**src/rtl/core/wpmp_pkg.sv**
```systemverilog
package wpmp_pkg;

    // Field widths of the byte stream and of the result stream.
    localparam int BYTE_W   = 8;
    localparam int KIND_W   = 2;
    localparam int SAMPLE_W = 16;
    localparam int ERR_W    = 4;
    localparam int RATE_W   = 32;
    localparam int PHASE_W  = 3;

    // Expected sample rate after reset.
    localparam logic [RATE_W-1:0] DEFAULT_RATE = 32'd16000;

    // Parser phases.
    localparam logic [PHASE_W-1:0] PH_RIFF  = 3'd0;
    localparam logic [PHASE_W-1:0] PH_CHDR  = 3'd1;
    localparam logic [PHASE_W-1:0] PH_FMT   = 3'd2;
    localparam logic [PHASE_W-1:0] PH_SKIP  = 3'd3;
    localparam logic [PHASE_W-1:0] PH_PAD   = 3'd4;
    localparam logic [PHASE_W-1:0] PH_DATA  = 3'd5;
    localparam logic [PHASE_W-1:0] PH_DRAIN = 3'd6;

    // Four-character tags, first character in the top byte.
    localparam logic [31:0] TAG_RIFF = 32'h5249_4646;
    localparam logic [31:0] TAG_WAVE = 32'h5741_5645;
    localparam logic [31:0] TAG_FMT  = 32'h666D_7420;
    localparam logic [31:0] TAG_DATA = 32'h6461_7461;

    // Result kinds.
    localparam logic [KIND_W-1:0] KIND_SAMPLE = 2'd0;
    localparam logic [KIND_W-1:0] KIND_DONE   = 2'd1;
    localparam logic [KIND_W-1:0] KIND_ERROR  = 2'd2;

    // Error codes.
    localparam logic [ERR_W-1:0] ERR_NONE       = 4'd0;
    localparam logic [ERR_W-1:0] ERR_SHORT_HDR  = 4'd1;
    localparam logic [ERR_W-1:0] ERR_NOT_WAVE   = 4'd2;
    localparam logic [ERR_W-1:0] ERR_FMT_SMALL  = 4'd3;
    localparam logic [ERR_W-1:0] ERR_FMT_TRUNC  = 4'd4;
    localparam logic [ERR_W-1:0] ERR_DATA_TRUNC = 4'd5;
    localparam logic [ERR_W-1:0] ERR_NO_FMT     = 4'd6;
    localparam logic [ERR_W-1:0] ERR_NO_DATA    = 4'd7;
    localparam logic [ERR_W-1:0] ERR_NOT_PCM    = 4'd8;
    localparam logic [ERR_W-1:0] ERR_NOT_MONO   = 4'd9;
    localparam logic [ERR_W-1:0] ERR_RATE       = 4'd10;
    localparam logic [ERR_W-1:0] ERR_BITS       = 4'd11;

    // Result queue geometry.
    localparam int QDEPTH = 4;
    localparam int QPTR_W = $clog2(QDEPTH);
    localparam int QCNT_W = $clog2(QDEPTH + 1);

    // One result item.
    typedef struct packed {
        logic [KIND_W-1:0]          kind;
        logic signed [SAMPLE_W-1:0] sample;
        logic [ERR_W-1:0]           err;
        logic                       last;
    } t_result;

endpackage

```
**src/rtl/core/wav_pcm16_mono_parser.sv**
```systemverilog
// Channel   Direction  Handshake                   Payload
// in        to block   i_in_valid / o_in_ready     i_in_byte, i_end_of_file
// out       from block o_out_valid / i_out_ready   o_kind, o_sample, o_error_code, o_last
// cfg       to block   i_cfg_valid / o_cfg_ready   i_cfg_data (expected sample rate)
//
// A byte is parsed from the input register after its transfer, and its
// results (zero, one or two) land in a four-entry result queue; one byte per cycle
// is sustained while the queue drains. The byte that ends a data chunk on a sample
// pushes two results, so the queue output port, at one result per cycle, sets the
// rate then. Input is held off while a byte waits and under two queue slots are free.
// Reset is synchronous, active low, and returns the parser to the RIFF header phase
// with an empty queue and the expected rate at 16000 Hz.
module wav_pcm16_mono_parser
    import wpmp_pkg::*;
(
    input  logic                       i_clk,
    input  logic                       i_rst_n,
    input  logic                       i_in_valid,
    output logic                       o_in_ready,
    input  logic [BYTE_W-1:0]          i_in_byte,
    input  logic                       i_end_of_file,
    output logic                       o_out_valid,
    input  logic                       i_out_ready,
    output logic [KIND_W-1:0]          o_kind,
    output logic signed [SAMPLE_W-1:0] o_sample,
    output logic [ERR_W-1:0]           o_error_code,
    output logic                       o_last,
    input  logic                       i_cfg_valid,
    output logic                       o_cfg_ready,
    input  logic [RATE_W-1:0]          i_cfg_data
);

    // Configuration register.
    logic [RATE_W-1:0] r_exp_rate;

    // Input register.
    logic              r_in_vld;
    logic [BYTE_W-1:0] r_in_byte;
    logic              r_in_eof;

    // Parser state.
    logic [PHASE_W-1:0] r_phase, n_phase;
    logic [31:0]        r_byte_cnt, n_byte_cnt;
    logic [31:0]        r_chunk_len, n_chunk_len;
    logic [31:0]        r_chunk_tag, n_chunk_tag;
    logic               r_hdr_bad, n_hdr_bad;
    logic               r_fmt_seen, n_fmt_seen;
    logic [15:0]        r_fmt_code, n_fmt_code;
    logic [15:0]        r_chan_cnt, n_chan_cnt;
    logic [31:0]        r_decl_rate, n_decl_rate;
    logic [15:0]        r_smp_bits, n_smp_bits;
    logic [7:0]         r_low_byte, n_low_byte;

    // Result queue.
    t_result             r_q [QDEPTH];
    logic [QPTR_W-1:0]   r_wp;
    logic [QPTR_W-1:0]   r_rp;
    logic [QCNT_W-1:0]   r_cnt;

    // Parse step outputs.
    logic              adv;
    logic              pop;
    logic              smp_v;
    logic              sts_v;
    logic [ERR_W-1:0]  sts_err;
    logic [ERR_W-1:0]  fmt_err;
    logic [31:0]       cnt_inc;
    logic [31:0]       shifted_tag;
    t_result           res_smp;
    t_result           res_sts;
    t_result           e0;
    logic [1:0]        n_push;
    logic [QPTR_W-1:0] wp_nx;

    // Handshakes: the parse stage advances when a byte is held and two or more queue slots are free.
    assign adv         = r_in_vld && (r_cnt <= QCNT_W'(QDEPTH - 2));
    assign o_in_ready  = !r_in_vld || adv;
    assign o_cfg_ready = 1'b1;
    assign o_out_valid = (r_cnt != '0);
    assign pop         = o_out_valid && i_out_ready;

    // Configuration write.
    always_ff @(posedge i_clk) begin
        if (!i_rst_n) begin
            r_exp_rate <= DEFAULT_RATE;
        end else if (i_cfg_valid) begin
            r_exp_rate <= i_cfg_data;
        end
    end

    // Input register takes a byte on every input transfer.
    always_ff @(posedge i_clk) begin
        if (!i_rst_n) begin
            r_in_vld <= 1'b0;
        end else if (o_in_ready) begin
            r_in_vld <= i_in_valid;
        end
    end

    always_ff @(posedge i_clk) begin
        if (i_in_valid && o_in_ready) begin
            r_in_byte <= i_in_byte;
            r_in_eof  <= i_end_of_file;
        end
    end

    // Format check of the stored fmt fields, in priority order.
    always_comb begin
        if (!r_fmt_seen) begin
            fmt_err = ERR_NO_FMT;
        end else if (r_fmt_code != 16'd1) begin
            fmt_err = ERR_NOT_PCM;
        end else if (r_chan_cnt != 16'd1) begin
            fmt_err = ERR_NOT_MONO;
        end else if (r_decl_rate != r_exp_rate) begin
            fmt_err = ERR_RATE;
        end else if (r_smp_bits != 16'd16) begin
            fmt_err = ERR_BITS;
        end else begin
            fmt_err = ERR_NONE;
        end
    end

    assign cnt_inc     = r_byte_cnt + 32'd1;
    assign shifted_tag = {r_chunk_tag[23:0], r_in_byte};

    // One parse step for the byte in the input register.
    always_comb begin
        n_phase     = r_phase;
        n_byte_cnt  = r_byte_cnt;
        n_chunk_len = r_chunk_len;
        n_chunk_tag = r_chunk_tag;
        n_hdr_bad   = r_hdr_bad;
        n_fmt_seen  = r_fmt_seen;
        n_fmt_code  = r_fmt_code;
        n_chan_cnt  = r_chan_cnt;
        n_decl_rate = r_decl_rate;
        n_smp_bits  = r_smp_bits;
        n_low_byte  = r_low_byte;
        smp_v       = 1'b0;
        sts_v       = 1'b0;
        sts_err     = ERR_NONE;

        case (r_phase)
            PH_RIFF: begin
                n_chunk_tag = shifted_tag;
                n_byte_cnt  = cnt_inc;
                if (r_byte_cnt == 32'd3 && shifted_tag != TAG_RIFF) begin
                    n_hdr_bad = 1'b1;
                end
                if (r_byte_cnt == 32'd11) begin
                    if (r_hdr_bad || shifted_tag != TAG_WAVE) begin
                        n_hdr_bad = 1'b1;
                        sts_v     = 1'b1;
                        sts_err   = ERR_NOT_WAVE;
                    end else if (r_in_eof) begin
                        sts_v   = 1'b1;
                        sts_err = ERR_NO_FMT;
                    end else begin
                        n_phase    = PH_CHDR;
                        n_byte_cnt = '0;
                    end
                end else if (r_in_eof) begin
                    sts_v   = 1'b1;
                    sts_err = ERR_SHORT_HDR;
                end
            end
            PH_CHDR: begin
                // Tag bytes first, then the length, least significant byte first.
                case (r_byte_cnt[2:0])
                    3'd0, 3'd1, 3'd2, 3'd3: n_chunk_tag = shifted_tag;
                    3'd4:    n_chunk_len = {24'd0, r_in_byte};
                    3'd5:    n_chunk_len[15:8] = r_in_byte;
                    3'd6:    n_chunk_len[23:16] = r_in_byte;
                    default: n_chunk_len[31:24] = r_in_byte;
                endcase
                n_byte_cnt = cnt_inc;
                if (r_byte_cnt == 32'd7) begin
                    n_byte_cnt = '0;
                    if (r_chunk_tag == TAG_FMT) begin
                        if (n_chunk_len < 32'd16) begin
                            sts_v   = 1'b1;
                            sts_err = ERR_FMT_SMALL;
                        end else if (r_in_eof) begin
                            sts_v   = 1'b1;
                            sts_err = ERR_FMT_TRUNC;
                        end else begin
                            n_phase = PH_FMT;
                        end
                    end else if (r_chunk_tag == TAG_DATA) begin
                        if (n_chunk_len == 32'd0) begin
                            sts_v   = 1'b1;
                            sts_err = r_fmt_seen ? ERR_NO_DATA : ERR_NO_FMT;
                        end else if (r_in_eof) begin
                            sts_v   = 1'b1;
                            sts_err = ERR_DATA_TRUNC;
                        end else begin
                            n_phase = PH_DATA;
                        end
                    end else if (r_in_eof) begin
                        sts_v   = 1'b1;
                        sts_err = r_fmt_seen ? ERR_NO_DATA : ERR_NO_FMT;
                    end else begin
                        n_phase = (n_chunk_len == 32'd0) ? PH_CHDR : PH_SKIP;
                    end
                end else if (r_in_eof) begin
                    sts_v   = 1'b1;
                    sts_err = r_fmt_seen ? ERR_NO_DATA : ERR_NO_FMT;
                end
            end
            PH_FMT: begin
                // Pick the format fields out of their byte offsets.
                if (r_byte_cnt == 32'd0) begin
                    n_fmt_code[7:0] = r_in_byte;
                end else if (r_byte_cnt == 32'd1) begin
                    n_fmt_code[15:8] = r_in_byte;
                end else if (r_byte_cnt == 32'd2) begin
                    n_chan_cnt[7:0] = r_in_byte;
                end else if (r_byte_cnt == 32'd3) begin
                    n_chan_cnt[15:8] = r_in_byte;
                end else if (r_byte_cnt[31:2] == 30'd1) begin
                    case (r_byte_cnt[1:0])
                        2'd0:    n_decl_rate[7:0] = r_in_byte;
                        2'd1:    n_decl_rate[15:8] = r_in_byte;
                        2'd2:    n_decl_rate[23:16] = r_in_byte;
                        default: n_decl_rate[31:24] = r_in_byte;
                    endcase
                end else if (r_byte_cnt == 32'd14) begin
                    n_smp_bits[7:0] = r_in_byte;
                end else if (r_byte_cnt == 32'd15) begin
                    n_smp_bits[15:8] = r_in_byte;
                end
                n_byte_cnt = cnt_inc;
                if (cnt_inc == r_chunk_len) begin
                    n_fmt_seen = 1'b1;
                    n_phase    = r_chunk_len[0] ? PH_PAD : PH_CHDR;
                    n_byte_cnt = '0;
                    if (r_in_eof) begin
                        sts_v   = 1'b1;
                        sts_err = ERR_NO_DATA;
                    end
                end else if (r_in_eof) begin
                    sts_v   = 1'b1;
                    sts_err = ERR_FMT_TRUNC;
                end
            end
            PH_SKIP: begin
                n_byte_cnt = cnt_inc;
                if (cnt_inc == r_chunk_len) begin
                    n_phase    = r_chunk_len[0] ? PH_PAD : PH_CHDR;
                    n_byte_cnt = '0;
                end
                if (r_in_eof) begin
                    sts_v   = 1'b1;
                    sts_err = r_fmt_seen ? ERR_NO_DATA : ERR_NO_FMT;
                end
            end
            PH_PAD: begin
                n_phase    = PH_CHDR;
                n_byte_cnt = '0;
                if (r_in_eof) begin
                    sts_v   = 1'b1;
                    sts_err = r_fmt_seen ? ERR_NO_DATA : ERR_NO_FMT;
                end
            end
            PH_DATA: begin
                // Even bytes are held; odd bytes complete a little-endian sample.
                if (!r_byte_cnt[0]) begin
                    n_low_byte = r_in_byte;
                end else if (fmt_err == ERR_NONE) begin
                    smp_v = 1'b1;
                end
                n_byte_cnt = cnt_inc;
                if (cnt_inc == r_chunk_len) begin
                    sts_v   = 1'b1;
                    sts_err = fmt_err;
                end else if (r_in_eof) begin
                    sts_v   = 1'b1;
                    sts_err = ERR_DATA_TRUNC;
                end
            end
            default: begin
                // Bytes after the status are swallowed until end of file.
            end
        endcase

        if (sts_v) begin
            n_phase = PH_DRAIN;
        end

        // End of file returns the parser to the start of a new file.
        if (r_in_eof) begin
            n_phase     = PH_RIFF;
            n_byte_cnt  = '0;
            n_chunk_len = '0;
            n_chunk_tag = '0;
            n_hdr_bad   = 1'b0;
            n_fmt_seen  = 1'b0;
            n_fmt_code  = '0;
            n_chan_cnt  = '0;
            n_decl_rate = '0;
            n_smp_bits  = '0;
            n_low_byte  = '0;
        end
    end

    // Parser state update.
    always_ff @(posedge i_clk) begin
        if (!i_rst_n) begin
            r_phase     <= PH_RIFF;
            r_byte_cnt  <= '0;
            r_chunk_len <= '0;
            r_chunk_tag <= '0;
            r_hdr_bad   <= 1'b0;
            r_fmt_seen  <= 1'b0;
            r_fmt_code  <= '0;
            r_chan_cnt  <= '0;
            r_decl_rate <= '0;
            r_smp_bits  <= '0;
            r_low_byte  <= '0;
        end else if (adv) begin
            r_phase     <= n_phase;
            r_byte_cnt  <= n_byte_cnt;
            r_chunk_len <= n_chunk_len;
            r_chunk_tag <= n_chunk_tag;
            r_hdr_bad   <= n_hdr_bad;
            r_fmt_seen  <= n_fmt_seen;
            r_fmt_code  <= n_fmt_code;
            r_chan_cnt  <= n_chan_cnt;
            r_decl_rate <= n_decl_rate;
            r_smp_bits  <= n_smp_bits;
            r_low_byte  <= n_low_byte;
        end
    end

    // Result items; a sample goes ahead of a status from the same byte.
    always_comb begin
        res_smp.kind   = KIND_SAMPLE;
        res_smp.sample = {r_in_byte, r_low_byte};
        res_smp.err    = ERR_NONE;
        res_smp.last   = 1'b0;
        res_sts.kind   = (sts_err == ERR_NONE) ? KIND_DONE : KIND_ERROR;
        res_sts.sample = '0;
        res_sts.err    = sts_err;
        res_sts.last   = 1'b1;
        e0             = smp_v ? res_smp : res_sts;
        n_push         = adv ? ({1'b0, smp_v} + {1'b0, sts_v}) : 2'd0;
    end

    assign wp_nx = r_wp + QPTR_W'(1);

    // Result queue storage.
    always_ff @(posedge i_clk) begin
        if (n_push != 2'd0) begin
            r_q[r_wp] <= e0;
        end
        if (n_push == 2'd2) begin
            r_q[wp_nx] <= res_sts;
        end
    end

    // Result queue pointers and fill count.
    always_ff @(posedge i_clk) begin
        if (!i_rst_n) begin
            r_wp  <= '0;
            r_rp  <= '0;
            r_cnt <= '0;
        end else begin
            r_wp  <= r_wp + QPTR_W'(n_push);
            r_rp  <= r_rp + QPTR_W'(pop);
            r_cnt <= r_cnt + QCNT_W'(n_push) - QCNT_W'(pop);
        end
    end

    assign o_kind       = r_q[r_rp].kind;
    assign o_sample     = r_q[r_rp].sample;
    assign o_error_code = r_q[r_rp].err;
    assign o_last       = r_q[r_rp].last;

`ifndef NO_ASSERTIONS
    // The queue never overfills.
    a_q_bound: assert property (@(posedge i_clk) disable iff (!i_rst_n)
        r_cnt <= QCNT_W'(QDEPTH))
        else $error("result queue overflow");

    // Input is held off only while a byte waits in the input register.
    a_hold_reason: assert property (@(posedge i_clk) disable iff (!i_rst_n)
        !o_in_ready |-> r_in_vld)
        else $error("input stalled with empty input register");

    // A status result closes its file and a sample never does.
    a_last_kind: assert property (@(posedge i_clk) disable iff (!i_rst_n)
        o_out_valid |-> (o_last == (o_kind != KIND_SAMPLE)))
        else $error("last flag does not match result kind");

    // Samples are only produced inside a data chunk.
    a_smp_phase: assert property (@(posedge i_clk) disable iff (!i_rst_n)
        (adv && smp_v) |-> (r_phase == PH_DATA))
        else $error("sample outside data chunk");
`endif

endmodule
```
**config.mk**
```make
export PLATFORM = sky130hd
export DESIGN_NAME = wav_pcm16_mono_parser
export DESIGN_NICKNAME = d
export VERILOG_FILES = /design/src/rtl/core/wpmp_pkg.sv /design/src/rtl/core/wav_pcm16_mono_parser.sv
export SDC_FILE = /design/constraint.sdc
export NUM_CORES = 1
export LEC_CHECK = 0
export ABC_AREA = 1
export BUFFER_PORTS_ARGS = -buffer_cell sky130_fd_sc_hd__clkbuf_2
export CAP_MARGIN = 10
export CORE_MARGIN = 10
export CORE_UTILIZATION = 55
export CTS_BUF_LIST = sky130_fd_sc_hd__clkbuf_4 sky130_fd_sc_hd__clkbuf_8
export CTS_CLUSTER_DIAMETER = 100
export DETAILED_ROUTE_END_ITERATION = 8
export PLACE_DENSITY = 0.78
export SLEW_MARGIN = 25
export SYNTH_ARGS = -nofsm -noshare
export SYNTH_HDL_FRONTEND = slang
export SYNTH_SLANG_ARGS = --single-unit
export TNS_END_PERCENT = 10
```
**constraint.sdc**
```tcl
create_clock -name i_clk -period 4.9 [get_ports i_clk]
set_clock_uncertainty 0.1 [all_clocks]
set_input_delay 0.49 -clock i_clk [delete_from_list [all_inputs] [get_ports i_clk]]
set_output_delay 0.49 -clock i_clk [all_outputs]
set_load 0.005 [all_outputs]
```
==> results of run 1 <==
==> cell families after synthesis <==
kind of cell / after synthesis / share of synthesized area [%]
fa+ha+maj: 11 / 0.864
flops: 330 / 41.3
simple gates: 1247 / 32.7
xor+xnor: 26 / 1.36
other cells: 1 / 0.0223
buf+inv: 340 / 7.77
compound gates: 519 / 16.0
==> worst max-delay path: cells and delay by family, from the launching register on <==
family,cells,cell delay (ns)
xor+xnor,1,0.17
simple gates,14,2.24
buf+inv,5,0.27
fa+ha+maj,5,1.22
flops,1,0.46
==> metrics by stage <==
step / instance area (um2) / hold WS (ns) / cells / util, %
6_report: 18900 / 0.0275 / 2971 / 63.3
5_1_grt: 18900 / 0.0151 / 2971 / 63.3
4_1_cts: 18900 / 0.0131 / 2971 / 63.2
3_5_place_dp: 17500 / 0.338 / 2863 / 58.5
3_3_place_gp: 17500 / 0.333 / 2863 / 58.5
2_1_floorplan: 16800 / 0.322 / 2474 / -
==> state kept, by name, summed over array words and instances, names as in the netlist, 16 cells and up <==
register / cells
r_byte_cnt: 32
r_chan_cnt: 16
r_chunk_len: 32
r_chunk_tag: 32
r_decl_rate: 32
r_exp_rate: 32
r_fmt_code: 16
r_q: 92
r_smp_bits: 16
==> worst min path at each step <==
stage,depth (start not counted),slack (ns),to
after floorplan,2,0.32,r_q[1][0]$_SDFFE_PP1N_
after global placement,2,0.33,r_low_byte[4]$_SDFFE_PN0P_
after detailed placement,2,0.34,r_low_byte[3]$_SDFFE_PN0P_
after CTS,3,0.01,r_exp_rate[13]$_SDFFE_PN1P_
after global routing,3,0.02,r_exp_rate[10]$_SDFFE_PN1P_
final,3,0.03,r_exp_rate[11]$_SDFFE_PN1P_
==> layer usage <==
layer  share of wire [%]  vias to the layer above  routed length [um]  global-route usage [%]
met5                   0                        -                   0                       0
met2                  45                      708               23400                    41.3
met1                  44                     7894               22800                    34.9
met4                 2.1                        0                1110                    6.71
li1                    -                     8314                   -                       -
met3                 8.7                       94                4490                    5.28
==> Yosys cell counts, drive strengths merged (21+ instances only) <==
master	instances	area (um2)
o22ai	29	181
nand4	28	181
nor4	21	131
inv	214	803
nand3b	26	195
nand3	225	1160
edfxtp	33	991
a21oi	199	996
o21ai	270	1350
nor2	351	1440
dfxtp	297	5950
nor3	39	195
nand2	542	2080
clkbuf	90	338
==> report_power, final <==
part / internal [uW] / switching [uW]
sequential: 2850 / 98.7
clock: 1690 / 1120
combinational: 419 / 925
==> final cells by class <==
class / instances / share of cell area [%]
Clock buffer: 86 / 5.80
Clock inverter: 13 / 1.08
Inverter: 234 / 4.66
Multi-Input combinational cell: 1804 / 45.5
Sequential cell: 330 / 36.7
Tap cell: 390 / 2.58
Timing Repair Buffer: 114 / 3.73
==> repair_timing <==
action	4_1_cts	5_1_grt
endpoints found under the setup margin	0	80
hold buffers	9	0
hold endpoints to repair	9	0
gates resized for setup	0	11
==> impl_metrics.tcl, run 1 <==
set metrics [dict create \
    place.gp.congestion 1.03 \
    layout_commonest_cell "nand2_1" \
    hold_path_startpoint "i_cfg_data[11]" \
    area_inside_the_core_boundary_um2 29900 \
    ys_seq_elements 330 \
    postSynthCellCount 2474 \
    setup_tns_ns 0 \
    period_share_pct 93.5 \
    yosysWarnings 0 \
    tritoncts "built" \
    die_w_um 195 \
    numPortBuffers 70 \
    seqCellArea_um2 6940 \
    final.fill_count 2723 \
    drt_wl_total_um 51800 \
    antenna_left 0 \
    timing_max_transition_violations_final 0 \
    worstReg2RegEnd "r_cnt[2]$_SDFF_PN0_" \
    post-cts-setup-buffers 0 \
    grt_first_pass_wirelength_um 82300 \
    post_drt_via_cell_ratio 5.73 \
    setup.reg_to_reg.worst_slack_ns 0.32 \
    detailroute.via_count 17010 \
    effective_utilization_at_floorplan_pct 56.2 \
    r2r.worst_path.cells 25 \
    grt_antenna_before_repair 0 \
    htreeDepth 2 \
    clk_latency_ns 0.59 \
    final_period_minus_worst_setup_slack_ns 4.58 \
    global_route.usage.total_pct 25.9 \
    clkSlewWorstSetupHoldPaths_ns 0.06 \
    syn_nets 2531 \
    setup.worst_path.start "r_byte_cnt[1]$_SDFFE_PN0P_" \
    area_growth_syn_to_layout_pct 12.5 \
    route.detailed.wl_per_inst_um 17.4 \
    worst_setup_slack_before_clock_tree_synthesis_ns 0.291 \
    finish.net_count 2594 \
    cts-root-to-sink-buffers 3 \
    maxCapViolCount 0 \
    worst_setup_path_endpoint "r_cnt[2]$_SDFF_PN0_" \
    ir_drop_v 0.000292 \
    tritoncts.num_buffers 53 \
    dr_iter_0_viols 1778 \
    arrival_ns 4.94 \
    cp_data_required_time_ns 5.26 \
    top_level_ports 72 \
    grt_pass1_vias 15639 \
    syn-cell-area_um2 16800 \
    grt_setup_unrepaired "no" \
    cts_sinks 330 \
    dr.pass1.iters 8 \
    dieHeight_um 195 \
    clock-root-buffer "clkbuf_8" \
    placement_rows 63 \
    max_clock_freq_mhz 218 \
    static_power_due_to_leakage_uw 0.00791 \
    syn_avg_cell_area_um2 6.79 \
    r2r_path_start "r_byte_cnt[1]$_SDFFE_PN0P_" \
    number_of_flops_mapped_to_enable_cells_by_yosys 33 \
    worst_hold_path_type "input port to flip-flop" \
    critical_path.max_stage_delay_ns 0.46 \
    crit_path_end_kind "flip-flop" \
    cpMaxStageDelayCell "dfxtp_1" \
    synth_sequential_area_ratio_pct 41.3 \
    total_count_of_hold_check_failures_in_the_final_report 0 \
    slew-limit-headroom_pct 32.0 \
    diodes 0 \
    crit_type "flip-flop to flip-flop" \
    worstSetupStartpointType "flip-flop" \
    die_area_um2 37900 \
    drt_drc_violations_left 0 \
    critical_path.max_fanout 8 \
    global_route.overflow_total 0 \
    total_power_uw 7100 \
    final_cell_mix "nand2_1 (528), nor2_1 (326), dfxtp_1 (297)" \
    grt_start_max_net_pins 99 \
    synth-async-reset-ratio_pct 0 \
    post-route-worst-setup-slack_ns 0.320 \
    final-setup-viol-count 0 \
    worst-slew-pin-transition_ns 1.02 \
    ys.flop_type "dfxtp_1" \
    yosysUniqueCellTypes 51 \
    power_density_normalized_to_cell_area_nw_per_um2 376 \
    drive_gt1_share_pct 10.4 \
    hpwlAfterDp_um 37200 \
    area_of_the_multi_input_gates_um2 8590 \
    status "complete, no violations" \
]
No activity file was read; power rests on OpenSTA's default activity.
==> inputs of run 2 (changes only) <==
--- a/config.mk
+++ b/config.mk
@@ -14,7 +14,7 @@
 export CTS_CLUSTER_DIAMETER = 100
 export DETAILED_ROUTE_END_ITERATION = 8
 export PLACE_DENSITY = 0.78
-export SLEW_MARGIN = 25
+export SLEW_MARGIN = 20
 export SYNTH_ARGS = -nofsm -noshare
 export SYNTH_HDL_FRONTEND = slang
 export SYNTH_SLANG_ARGS = --single-unit
==> constraint.sdc (replaced) <==
create_clock -name i_clk -period 4.5 [get_ports i_clk]
set_clock_uncertainty 0.1 [all_clocks]
set_input_delay 0.45 -clock i_clk [delete_from_list [all_inputs] [get_ports i_clk]]
set_output_delay 0.45 -clock i_clk [all_outputs]
set_load 0.005 [all_outputs]
==> run 2 against run 1 <==
Against the previous run:
- combinational power grew 13%
- setup slack lost 0.028 ns
- sequential cell count is the same
- register-to-register slack lost 0.03 ns
==> impl_metrics.tcl, run 2 (synthesized netlist as in run 1, its figures left out) <==
set metrics [dict create \
    critical_path.max_fanout 8 \
    flip_flop_count_of_the_largest_register_all_copies_and_words_added 92 \
    detailroute.via_count 17251 \
    final_period_minus_worst_setup_slack_ns 4.21 \
    top_level_ports 72 \
    effective_utilization_at_floorplan_pct 56.2 \
    route.detailed.wl_per_inst_um 17.6 \
    area_growth_syn_to_layout_pct 14.5 \
    setup_tns_ns 0 \
    dieHeight_um 195 \
    placement_rows 63 \
    maxCapViolCount 0 \
    share_seq_of_total_power_pct 43.0 \
    place.gp.congestion 1.03 \
    die_w_um 195 \
    slew-limit-headroom_pct 28.7 \
    tritoncts "built" \
    cts-root-to-sink-buffers 3 \
    worstSetupStartpointType "flip-flop" \
    clkSlewWorstSetupHoldPaths_ns 0.06 \
    arrival_ns 4.55 \
    power_frac_clock_pct 36.8 \
    cpMaxStageDelayCell "dfxtp_1" \
    numPortBuffers 70 \
    max_clock_freq_mhz 238 \
    grt_pass1_vias 15954 \
    total_switching_power_uw 2330 \
    r2r_path_start "r_byte_cnt[3]$_SDFFE_PN0P_" \
    die_area_um2 37900 \
    worst-slew-pin-transition_ns 1.07 \
    layout_commonest_cell "nand2_1" \
    dr.pass1.iters 6 \
    share_comb_of_total_power_pct 20.3 \
    hpwlAfterDp_um 36900 \
    static_power_due_to_leakage_uw 0.00803 \
    crit_path_end_kind "flip-flop" \
    global_route.usage.total_pct 26.4 \
    crit_type "flip-flop to flip-flop" \
    timing_max_transition_violations_final 0 \
    status "complete, no violations" \
    total_power_uw 7490 \
    cp_data_required_time_ns 4.85 \
    total_count_of_hold_check_failures_in_the_final_report 0 \
    area_inside_the_core_boundary_um2 29900 \
    clk_latency_ns 0.62 \
    htreeDepth 2 \
    critical-path-top-cell-by-count "nand2_1" \
    dr_iter_0_viols 1959 \
    grt_setup_unrepaired "no" \
    ir_drop_v 0.000290 \
    antenna_left 0 \
    global_route.overflow_total 0 \
    cts_sinks 330 \
    power_density_normalized_to_cell_area_nw_per_um2 389 \
    setup.worst_path.start "r_byte_cnt[3]$_SDFFE_PN0P_" \
    internal_power_uw 5160 \
    drive_gt1_share_pct 11.4 \
    post_drt_via_cell_ratio 5.74 \
    tritoncts.num_buffers 54 \
    regMostFlops "r_q" \
    clock-root-buffer "clkbuf_8" \
    worst_hold_path_type "input port to flip-flop" \
    grt_start_max_net_pins 126 \
    final.fill_count 2715 \
    final_cell_mix "nand2_1 (524), nor2_1 (320), dfxtp_1 (288)" \
    grt_first_pass_wirelength_um 83800 \
    drt_drc_violations_left 0 \
    final-setup-viol-count 0 \
    switching_share_pct 31.1 \
    grt_antenna_before_repair 0 \
    critical_path.max_stage_delay_ns 0.47 \
    finish.net_count 2637 \
    period_share_pct 93.5 \
    diodes 0 \
    hold_path_startpoint "i_cfg_data[21]" \
    drt_wl_total_um 52900 \
]
## run 2: cell count changes in the layout (fill, tap and decap cells not counted), sizes merged
cell	change
buf	+14
bufinv	-2
clkbuf	-6
clkinv	+3
clkinvlp	+1
dlygate4sd3	+28
inv	-4
## run 2: metal layers
layer  part of all wire (%)  routed length (um)  GRT usage, %
met1                     43               22900          35.1
met4                    1.9                1030          6.82
met5                      0                   0             0
met2                     46               24300          42.8
met3                    8.9                4730          5.25
## run 2: path summary, 6_finish.rpt
path | endpoint | cells past startpoint | slack, ns
setup / recovery | r_cnt[2]$_SDFF_PN0_ | 28 | 0.29
hold / removal | r_exp_rate[21]$_SDFFE_PN0P_ | 3 | 0.04
setup reg to reg | r_cnt[2]$_SDFF_PN0_ | 28 | 0.29
hold reg to reg | r_low_byte[7]$_SDFFE_PN0P_ | 2 | 0.35
## run 2: critical path, delay by kind of cell, from the launching register on
family / cells / cell delay (ns)
flops: 1 / 0.47
simple gates: 18 / 2.07
xor+xnor: 1 / 0.17
buf+inv: 5 / 0.28
fa+ha+maj: 4 / 0.92
## run 2: cell type report
class / count / area [um2] / share of cell area, %
inverter: 234 / 886 / 4.60
tap: 390 / 488 / 2.54
sequential: 330 / 6950 / 36.1
clock inverter: 11 / 150 / 0.780
timing repair buffer: 156 / 1120 / 5.80
clock buffer: 80 / 976 / 5.07
multi-input combinational: 1804 / 8670 / 45.1
## run 2: stage by stage
| stage | utilization (%) | area [um2] | std cells | hold WS [ns] | setup WS (ns) |
|---|---|---|---|---|---|
| 3_5_place_dp | 58.9 | 17600 | 2876 | 0.335 | 0.0602 |
| 2_1_floorplan | - | 16800 | 2474 | 0.322 | 0.550 |
| 4_1_cts | 64.0 | 19100 | 3004 | 0.00629 | 0.0151 |
| 3_3_place_gp | 58.9 | 17600 | 2876 | 0.332 | 0.107 |
| 5_1_grt | 64.4 | 19200 | 3005 | 0.0699 | 0.000323 |
| 6_report | 64.4 | 19200 | 3005 | 0.0370 | 0.291 |
## run 2: power groups by stage
stage / logic (uW) / clock network, uW / registers [uW]
floorplan: 946 / 0 / 3240
global placement: 1430 / 0 / 3270
detailed placement: 1450 / 0 / 3270
CTS: 1490 / 2790 / 3210
global route: 1680 / 2910 / 3230
finish: 1520 / 2750 / 3220
## run 2: timing repair
item                       4_1_cts  5_1_grt
buffers inserted                 0        1
hold endpoints to repair        37        0
gates resized for setup          0       49
setup endpoints to repair        0      118
hold buffers                    37        0
